## config.mk

```make
export PLATFORM = sky130hd
export DESIGN_NAME = pi_motor_speed_controller
export DESIGN_NICKNAME = d
export VERILOG_FILES = /design/src/hw/rtl/pimsc_pkg.sv /design/src/hw/rtl/pi_motor_speed_controller.sv
export SDC_FILE = /design/constraint.sdc
export NUM_CORES = 2
export LEC_CHECK = 0
export ABC_AREA = 1
export BUFFER_PORTS_ARGS = -buffer_cell sky130_fd_sc_hd__buf_2
export CORE_AREA = 2 2 223 445
export DETAILED_ROUTE_END_ITERATION = 12
export DIE_AREA = 0 0 225 447
export HOLD_SLACK_MARGIN = 0.05
export PLACE_DENSITY = 0.58
export SYNTH_ARGS = -nofsm -noshare
export SYNTH_HDL_FRONTEND = slang
export SYNTH_SLANG_ARGS = --single-unit
export TNS_END_PERCENT = 5
```

## constraint.sdc

```tcl
create_clock -name clk -period 11.71 [get_ports clk]
set_input_delay 0.5855 -clock clk [delete_from_list [all_inputs] [get_ports clk]]
set_output_delay 0.5855 -clock clk [all_outputs]
set_load 0.03 [all_outputs]
```

## src/hw/rtl/pimsc_pkg.sv

```systemverilog
package pimsc_pkg;

  // One input beat: a control tick or a reset command.
  typedef struct packed {
    logic               func;
    logic [31:0]        now_ms;
    logic signed [19:0] actual_speed;
  } in_item_t;

  // One result beat.
  typedef struct packed {
    logic       drive_written;
    logic [7:0] pwm_duty;
    logic       forward;
    logic       dir_line_a;
    logic       dir_line_b;
  } out_item_t;

  // Configuration register indexes.
  typedef enum logic [2:0] {
    CFG_TARGET_SPEED = 3'd0,
    CFG_KP_GAIN      = 3'd1,
    CFG_KI_GAIN      = 3'd2,
    CFG_INTERVAL     = 3'd3,
    CFG_INVERT       = 3'd4
  } cfg_idx_t;

  localparam int unsigned CfgDataW = 20;

  // Function codes of an input beat.
  localparam logic FUNC_TICK  = 1'b0;
  localparam logic FUNC_RESET = 1'b1;

  // Register reset values.
  localparam logic signed [19:0] TARGET_RST   = 20'sd0;
  localparam logic [15:0]        KP_RST       = 16'd256;
  localparam logic [15:0]        KI_RST       = 16'd26;
  localparam logic [9:0]         INTERVAL_RST = 10'd15;

  // Arithmetic constants.
  localparam logic [31:0]        STALE_MS   = 32'd100;
  localparam logic signed [28:0] INT_LIMIT  = 29'sd100000;
  localparam logic signed [17:0] MUL_1000   = 18'sd1000;
  // floor(q / 125) == (q * 33555) >> 22 for every q below 2^15
  localparam logic signed [17:0] RECIP_125  = 18'sd33555;
  localparam int unsigned        RecipShift = 22;
  // 255 * 256000: the largest magnitude that does not saturate the duty
  localparam logic [47:0]        SAT_LIMIT  = 48'd65280000;
  localparam logic [7:0]         PWM_MAX    = 8'd255;

  // Microcode.
  typedef logic [3:0] uc_step_t;

  typedef enum logic [2:0] {
    MUL_NONE,
    MUL_ERR_EL,
    MUL_ERR_K1000,
    MUL_CAND_KI,
    MUL_E1000_KP,
    MUL_Q_RECIP
  } mul_op_t;

  typedef enum logic [1:0] {
    SUM_HOLD,
    SUM_LOAD,
    SUM_ADD
  } sum_op_t;

  typedef struct packed {
    mul_op_t  mul_op;
    logic     ld_cand;
    logic     ld_err1000;
    sum_op_t  sum_op;
    logic     ld_mag;
    logic     ld_sat;
    logic     check;
    logic     finish;
    uc_step_t jmp_target;
  } uc_word_t;

  localparam uc_step_t STEP_FINISH = 4'd8;

  function automatic uc_word_t uc_rom(input uc_step_t step);
    uc_word_t w;
    w = '{mul_op: MUL_NONE, ld_cand: 1'b0, ld_err1000: 1'b0, sum_op: SUM_HOLD,
          ld_mag: 1'b0, ld_sat: 1'b0, check: 1'b0, finish: 1'b0,
          jmp_target: STEP_FINISH};
    unique case (step)
      4'd0: w.check = 1'b1;                       // rate limit, error, elapsed
      4'd1: w.mul_op = MUL_ERR_EL;                // err * elapsed
      4'd2: begin                                 // clamp candidate, err * 1000
        w.ld_cand = 1'b1;
        w.mul_op  = MUL_ERR_K1000;
      end
      4'd3: begin                                 // keep err*1000, ki * cand
        w.ld_err1000 = 1'b1;
        w.mul_op     = MUL_CAND_KI;
      end
      4'd4: begin                                 // sum = ki*cand, kp * err*1000
        w.sum_op = SUM_LOAD;
        w.mul_op = MUL_E1000_KP;
      end
      4'd5: w.sum_op = SUM_ADD;
      4'd6: w.ld_mag = 1'b1;                      // magnitude and sign
      4'd7: begin                                 // saturation, divide by 256000
        w.ld_sat = 1'b1;
        w.mul_op = MUL_Q_RECIP;
      end
      default: w.finish = 1'b1;
    endcase
    return w;
  endfunction

endpackage

```

## src/hw/rtl/pi_motor_speed_controller.sv

```systemverilog
// Channel  Direction  Payload                    Handshake
// in       input      pimsc_pkg::in_item_t       in_valid / in_stall
// out      output     pimsc_pkg::out_item_t      out_valid / out_stall
// cfg      input      cfg_index, cfg_data        cfg_we
//
// Each beat is worked by a nine-step microprogram over one shared 32 x 18 bit
// multiplier; the multiplier and the step counter set the rate.
// A tick that writes a drive runs every step; a reset command or a skipped tick
// jumps from the check step to the final step. The input stalls until the final step.
// The result sits in an output register, so a new beat is taken while it waits;
// the final step holds while that register is still full and stalled.
// Reset (rst, synchronous) restores the register defaults and clears the
// integral and the last-update time.
module pi_motor_speed_controller (
  input  logic                         clk,
  input  logic                         rst,
  input  logic                         in_valid,
  output logic                         in_stall,
  input  pimsc_pkg::in_item_t          in_data,
  output logic                         out_valid,
  input  logic                         out_stall,
  output pimsc_pkg::out_item_t         out_data,
  input  logic                         cfg_we,
  input  logic [2:0]                   cfg_index,
  input  logic [pimsc_pkg::CfgDataW-1:0] cfg_data
);

  // Configuration registers.
  logic signed [19:0] target_speed;
  logic [15:0]        kp_gain;
  logic [15:0]        ki_gain;
  logic [9:0]         update_interval_ms;
  logic               invert_direction;

  // Controller state.
  logic signed [17:0] integral_acc;
  logic [31:0]        last_time;

  // Sequencer and datapath registers.
  logic                busy;
  pimsc_pkg::uc_step_t step;
  pimsc_pkg::uc_step_t step_next;
  pimsc_pkg::uc_word_t uw;
  pimsc_pkg::in_item_t item;
  logic                no_drive;
  logic signed [20:0]  err;
  logic [6:0]          elapsed;
  logic signed [17:0]  cand;
  logic signed [30:0]  err1000;
  logic signed [47:0]  prod;
  logic signed [48:0]  sum;
  logic [47:0]         mag;
  logic                fwd;
  logic                sat;

  logic                in_take;
  logic                out_free;
  logic                finishing;

  // Combinational datapath.
  logic [31:0]         elapsed_full;
  logic                skip;
  logic signed [31:0]  mul_a;
  logic signed [17:0]  mul_b;
  logic signed [49:0]  mul_p;
  logic signed [28:0]  cand_sum;
  logic signed [17:0]  cand_clamped;
  logic signed [48:0]  sum_abs;
  logic [7:0]          pwm;
  logic                eff;

  assign uw        = pimsc_pkg::uc_rom(step);
  assign in_stall  = busy;
  assign in_take   = in_valid && !in_stall;
  assign out_free  = !out_valid || !out_stall;
  assign finishing = busy && uw.finish && out_free;

  // Rate limit: a reset command, a first tick, a tick too soon and a stale tick
  // all end without a drive.
  assign elapsed_full = item.now_ms - last_time;
  assign skip = (item.func == pimsc_pkg::FUNC_RESET) || (last_time == 32'd0) ||
                (elapsed_full < {22'd0, update_interval_ms}) ||
                (elapsed_full > pimsc_pkg::STALE_MS);

  always_comb begin
    mul_a = '0;
    mul_b = '0;
    unique case (uw.mul_op)
      pimsc_pkg::MUL_ERR_EL: begin
        mul_a = {{11{err[20]}}, err};
        mul_b = {11'd0, elapsed};
      end
      pimsc_pkg::MUL_ERR_K1000: begin
        mul_a = {{11{err[20]}}, err};
        mul_b = pimsc_pkg::MUL_1000;
      end
      pimsc_pkg::MUL_CAND_KI: begin
        mul_a = {{14{cand[17]}}, cand};
        mul_b = {2'b00, ki_gain};
      end
      pimsc_pkg::MUL_E1000_KP: begin
        mul_a = {err1000[30], err1000};
        mul_b = {2'b00, kp_gain};
      end
      pimsc_pkg::MUL_Q_RECIP: begin
        mul_a = {17'd0, mag[25:11]};
        mul_b = pimsc_pkg::RECIP_125;
      end
      default: begin
        mul_a = '0;
        mul_b = '0;
      end
    endcase
  end

  assign mul_p = mul_a * mul_b;

  // Candidate integral: the stored value plus err * elapsed, held to the limit.
  assign cand_sum = {{11{integral_acc[17]}}, integral_acc} + prod[28:0];
  always_comb begin
    priority if (cand_sum > pimsc_pkg::INT_LIMIT) begin
      cand_clamped = pimsc_pkg::INT_LIMIT[17:0];
    end else if (cand_sum < -pimsc_pkg::INT_LIMIT) begin
      cand_clamped = 18'(-pimsc_pkg::INT_LIMIT);
    end else begin
      cand_clamped = cand_sum[17:0];
    end
  end

  assign sum_abs = sum[48] ? -sum : sum;
  // After the reciprocal multiply, prod holds floor(mag / 256000) in its upper bits.
  assign pwm     = sat ? pimsc_pkg::PWM_MAX : prod[pimsc_pkg::RecipShift +: 8];
  assign eff     = fwd ^ invert_direction;

  // Step counter: the check step jumps to the final step when no drive is due.
  always_comb begin
    priority if (uw.check && skip) begin
      step_next = uw.jmp_target;
    end else if (uw.finish) begin
      step_next = out_free ? 4'd0 : step;
    end else begin
      step_next = step + 4'd1;
    end
  end

  // Configuration writes.
  always_ff @(posedge clk) begin
    if (rst) begin
      target_speed       <= pimsc_pkg::TARGET_RST;
      kp_gain            <= pimsc_pkg::KP_RST;
      ki_gain            <= pimsc_pkg::KI_RST;
      update_interval_ms <= pimsc_pkg::INTERVAL_RST;
      invert_direction   <= 1'b0;
    end else if (cfg_we) begin
      unique case (cfg_index)
        pimsc_pkg::CFG_TARGET_SPEED: target_speed       <= cfg_data;
        pimsc_pkg::CFG_KP_GAIN:      kp_gain            <= cfg_data[15:0];
        pimsc_pkg::CFG_KI_GAIN:      ki_gain            <= cfg_data[15:0];
        pimsc_pkg::CFG_INTERVAL:     update_interval_ms <= cfg_data[9:0];
        pimsc_pkg::CFG_INVERT:       invert_direction   <= cfg_data[0];
        default: ;
      endcase
    end
  end

  // Sequencer control, controller state and the output register.
  always_ff @(posedge clk) begin
    if (rst) begin
      busy         <= 1'b0;
      step         <= '0;
      out_valid    <= 1'b0;
      integral_acc <= '0;
      last_time    <= '0;
    end else begin
      if (in_take) begin
        busy <= 1'b1;
        step <= '0;
      end else if (busy) begin
        step <= step_next;
      end

      if (busy && uw.check) begin
        priority if (item.func == pimsc_pkg::FUNC_RESET) begin
          integral_acc <= '0;
          last_time    <= '0;
        end else if (last_time == 32'd0) begin
          last_time <= item.now_ms;
        end else if (elapsed_full >= {22'd0, update_interval_ms}) begin
          last_time <= item.now_ms;
        end else begin
          // A tick that comes too soon leaves the state as it is.
        end
      end

      if (finishing) begin
        busy      <= 1'b0;
        out_valid <= 1'b1;
        if (!no_drive && !sat) begin
          integral_acc <= cand;
        end
      end else if (out_valid && !out_stall) begin
        out_valid <= 1'b0;
      end
    end
  end

  // Datapath registers.
  always_ff @(posedge clk) begin
    if (in_take) begin
      item <= in_data;
    end
    if (busy && uw.check) begin
      no_drive <= skip;
      err      <= {target_speed[19], target_speed} -
                  {item.actual_speed[19], item.actual_speed};
      elapsed  <= elapsed_full[6:0];
      sat      <= 1'b0;
    end
    if (busy && uw.mul_op != pimsc_pkg::MUL_NONE) begin
      prod <= mul_p[47:0];
    end
    if (busy && uw.ld_cand) begin
      cand <= cand_clamped;
    end
    if (busy && uw.ld_err1000) begin
      err1000 <= prod[30:0];
    end
    if (busy) begin
      unique case (uw.sum_op)
        pimsc_pkg::SUM_LOAD: sum <= {prod[47], prod};
        pimsc_pkg::SUM_ADD:  sum <= sum + {prod[47], prod};
        default: ;
      endcase
    end
    if (busy && uw.ld_mag) begin
      mag <= sum_abs[47:0];
      fwd <= !sum[48];
    end
    if (busy && uw.ld_sat) begin
      sat <= mag > pimsc_pkg::SAT_LIMIT;
    end
    if (finishing) begin
      if (no_drive) begin
        out_data <= '0;
      end else begin
        out_data.drive_written <= 1'b1;
        out_data.pwm_duty      <= pwm;
        out_data.forward       <= fwd;
        out_data.dir_line_a    <= !eff;
        out_data.dir_line_b    <= eff;
      end
    end
  end

endmodule

```

**After elaboration in Yosys (flattened, before gate mapping)**

Index checks and enable logic that the tools add are counted.

- Register bits: 409
- Input bits: 81
- Output and inout port bits: 14
- Word-level logic and storage cells: 135

- Add/sub/neg operators: 6
- $mul: 1
- $lt $le $gt $ge: 6
- Equality and inequality tests: 18
- Muxes and demuxes: 29
- Bitwise gates (word level): 1
- Reduce and logical (&&, ||, !) cells: 45

Operators by type and width:

| cell | number |
|---|---|
| 32-bit case mux with 4 select lines | 1 |
| 49-bit case mux with 2 select lines | 1 |
| 32-bit two-way mux | 3 |
| 18-bit two-way mux | 5 |
| 16-bit case mux with 5 select lines | 1 |
| 49-bit adder | 1 |
| 48-bit by 26-bit > comparator with 1-bit output, second input constant | 1 |
| 32-bit by 17-bit multiplier with 48-bit output | 1 |
| 48-bit two-way mux | 1 |
| 48-bit negation | 1 |
| 32-bit by 10-bit greater-or-equal comparator with 1-bit output | 1 |
| 32-bit by 7-bit > comparator with 1-bit output, second input constant | 1 |
| 32-bit logical NOT | 1 |
| 32-bit by 10-bit < comparator with 1-bit output | 1 |
| 32-bit subtractor | 1 |
| 29-bit adder | 1 |
| 29-bit by 18-bit > comparator with 1-bit output, second input constant | 1 |
| 29-bit by 18-bit < comparator with 1-bit output, second input constant | 1 |
| 20-bit by 20-bit subtractor with 21-bit output | 1 |
| 4-bit by 3-bit == test with 1-bit output, second input constant | 4 |
| 2-bit AND reduction | 8 |
| 3-bit case mux with 5 select lines | 1 |
| 3-bit by 2-bit == test with 1-bit output, second input constant | 4 |
| 1-bit logical AND | 12 |
| 21 further kinds | 52 |

**Logic depth before layout (Yosys ltp)**

- Word-level depth: 7
- Mapped depth: 42
- Mapped depth without buffers: 40

**Least setup slack after synthesis**

No wires, ideal clock.

- Kind: register to register
- From: reg step[0]
- To: reg prod[47], data pin
- Setup time: 0.260 ns
- Data arrival time: 6.920 ns
- Required time: 11.450 ns
- Setup slack: 4.529 ns
- Cell stages (with the launch flop): 33
- Clock period less this slack: 7.181 ns
- Cell sequence: dfxtp_1 > ha_1 > inv_1 > nor2_8 > inv_4 > nand2_2 > inv_2 > nor2_1 > buf_4 > buf_4 > nand2_1 > nand2_1 > buf_4 > nand2_1 > fa_1 > fa_1 > inv_1 > fa_1 > fa_1 > fa_1 > inv_1 > fa_1 > inv_1 > ha_1 > nand2_1 > nor2_1 > inv_1 > nor4_1 > nand3_1 > nand3_1 > nand3_1 > nand2_1 > xor2_1

- Cells in the longest elaborated chain, start to end: 6
- Elaborated cells on any way between the ends: 15
- Those cells by class: mul (1); eq/ne (10); mux (3); reduce/logical (1)

RTL lines:

| what | RTL line | source |
|---|---|---|
| start, declared | pi_motor_speed_controller.sv:41 | `pimsc_pkg::uc_step_t step;` |
| start signal, assigned | pi_motor_speed_controller.sv:179 | `step <= step_next;` |
| 4-bit by 3-bit == test with 1-bit output, or another cell as far along | pimsc_pkg.sv:88 | `unique case (step)` |
| 3-bit case mux with 5 select lines * | pimsc_pkg.sv:88 |  |
| 3-bit by 2-bit == test with 1-bit output / 3-bit by 1-bit == test with 1-bit output (equally long branches) | pi_motor_speed_controller.sv:88 | `unique case (uw.mul_op)` |
| 2-bit OR reduction (no source line) | - |  |
| 32-bit case mux with 4 select lines | pi_motor_speed_controller.sv:88 |  |
| 32-bit by 17-bit multiplier with 48-bit output * | pi_motor_speed_controller.sv:116 | `assign mul_p = mul_a * mul_b;` |
| net mul_p[47] | pi_motor_speed_controller.sv:65 | `logic signed [49:0] mul_p;` |
| end signal, assigned | pi_motor_speed_controller.sv:220 | `prod <= mul_p[47:0];` |
| end, declared | pi_motor_speed_controller.sv:50 | `logic signed [47:0] prod;` |

The timed path passes the listed nets; every way through them passes the cells marked *.
A chain may end at the register's enable or synchronous reset.

**Worst setup path in the final report**

- From: reg step[0]
- To: reg prod[44], data pin

Same word-level chain as after synthesis.

==> results.ini <==
[run_status]
status=finished, final reports clean

[global_route]
grt_first_pass_wirelength_mm=225
antenna_found_initial=4
overflow=0
grt_usage=0.301
grt_pass1_vias=39251
grt_max_degree=93

[floorplanning]
fp.dieH_um=447
num_rows=162
coreArea_mm2=0.0971
die-area_mm2=0.101
die_w_um=225
ios=95
initial_core_util=0.449

[worst_setup_path]
endpoint_kind=flip-flop
worst_ep_required_time_ns=12.08
path_max_fanout=19
r2r_end=prod[44]
cp_slowest_cell=nor2_2
reg2reg_from=step[0]
cpMostUsedCell=fa_1
worstPathArrival_ns=9.98
rrSetupSlack_ns=2.09
startpoint_type=flip-flop
crit_type=reg2reg
r2r_cells=29
cpPeakStageDelay_ns=0.83

[clock_tree]
cts_resized=0
cts_tree=done
cts_hold_buf=0
worstSkewPairLatency_ns=0.64
cts-htree-levels=2
cts_buffers=43
postCtsSetupBuffers=0
path_clk_slew_ns=0.07
cts_sinks=409
root_buffer=clkbuf_16
clockBufferDepth=3

[detailed_routing]
vias=36726
first_pass_iters=8
drtIter0Drc=2013
remaining_drc_errors=0
wl_per_cell_um=21.4
wl_mm=148
via_per_inst=5.31
ant_nets=0

[pwr]
p_leak_nw=23.0
power.density_mw_per_mm2=92.0
ir_drop_mv=0.139

[synth]
synth_cells=5606
yosysSeqAreaShare=0.255
synth_edf_count=290
syn_area_mm2=0.0436
async_flop_share=0
synth_top_flop_cell=edfxtp_1
synth_cell_types=63
synth_area_leader_cell=fa_1
avgSynthCellArea_um2=7.77
synth_nets=6425
yosysWarnings=0
synth_top_area_frac=0.220
ys_ff_latch=409
synthTopCellsByArea=fa_1, edfxtp_1, nand2_1

[timing]
rsz0062_at_grt=false
maxSlewViolCount=0
maxSlewHeadroom=0.241
min_period_ns=9.62
fmax_mhz=104
setup-tns-final_ns=0
tightestPinTransition_ns=1.13
fin_skew_ns=0.0270
post-route-period-util=0.821
hold_viol=0
setup_viol=0

[cells_and_area]
stdcell_area_mm2=0.0467
final_cell_mix=nand2_1, inv_1, nor2_1, fa_1, edfxtp_1
mostFrequentLayoutCell=nand2_1
register_area_mm2=0.0111
nets=6475
final_util=0.481
multi_input_area_mm2=0.0273
drive_above_1_share=0.0522
final.fill_count=9694
area_growth_pct=7.26

[hold_path]
hold_class=in2reg
whs_path_depth=1
hold_end=item[16]
hold_start=in_data[16]

[placed_design]
port_buffers=94
dp_hpwl_mm=124
placed_area_mm2=0.0453
gp_congestion=1.03

[run]
drv_cap=0

power by group:
part / internal [mW] / switching [mW]
sequential: 1.63 / 0.0552
clock: 0.811 / 0.636
combinational: 0.347 / 0.818
flip-flops by register name, summed over array words and instances, names as in the netlist, 4 cells and up:
register	cells
cand	18
elapsed	7
err	21
err1000	31
integral_acc	18
item	53
ki_gain	16
kp_gain	16
last_time	32
mag	48
out_data	12
prod	48
step	4
sum	49
target_speed	20
update_interval_ms	10
worst max-delay path: cells and delay by family (launching register included):
kind	cells	cell delay (ns)
xor gates and xnor gates	1	0.08
and+or+nand+nor	9	2.40
adders and majority gates	8	3.79
buffers and inverters	8	1.10
AOI/OAI and AO/OA	3	1.53
DFF	1	0.41
Yosys cell counts, drive strengths merged, types with 14 or more instances:
cell / n
nand2: 1288
inv: 1223
nor2: 658
fa: 479
a21oi: 290
edfxtp: 290
ha: 259
o21ai: 239
nand3: 189
dfxtp: 119
xor2: 98
buf: 73
xnor2: 64
clkbuf: 55
nand4: 47
nor3: 45
a31oi: 33
o21a: 16
nor4: 15
nand3b: 14
o21bai: 14
per-stage QoR:
stage / hold slack [ns] / power, mW / cells / setup WS, ns
floorplan: 0.429 / 2.48 / 5606 / 4.53
global placement: 0.444 / 2.86 / 6841 / 2.16
detailed placement: 0.449 / 2.87 / 6841 / 2.13
CTS: 0.108 / 4.33 / 6917 / 2.09
global route: 0.114 / 4.51 / 6918 / 1.63
finish: 0.131 / 4.30 / 6919 / 2.09
how the worst max path moves through the flow:
stage	endpoint	slack, ns	start
after detailed placement	prod[44]	2.13	step[0]
after global routing	prod[44]	1.63	step[0]
after CTS	prod[44]	2.09	step[0]
after global placement	prod[44]	2.16	step[0]
after floorplan	prod[47]	4.53	step[0]
final	prod[44]	2.09	step[0]
logic make-up after synthesis:
group,Yosys count,synth area share
buffers and inverters,1354,0.120
XOR/XNOR,162,0.0326
AO/OA/AOI/OAI,661,0.0856
adder cells (fa/ha/maj),738,0.295
AND/OR/NAND/NOR,2282,0.213
flip-flops,409,0.255
per-layer routing:
layer | part of all wire | global-route usage
met1 | 0.31 | 0.267
met2 | 0.55 | 0.595
met3 | 0.037 | 0.0320
met4 | 0.10 | 0.250
met5 | 0.000088 | 0
cell type report:
class	count	share of cell area
clock inverters	29	0.00734
inverters	1226	0.0986
diodes	2	0.000107
clock buffers	47	0.0234
repair buffers	133	0.0163
flip-flops and latches	409	0.237
well taps	1230	0.0329
multi-input cells	3843	0.584
Power figures use the tool's default switching activity.
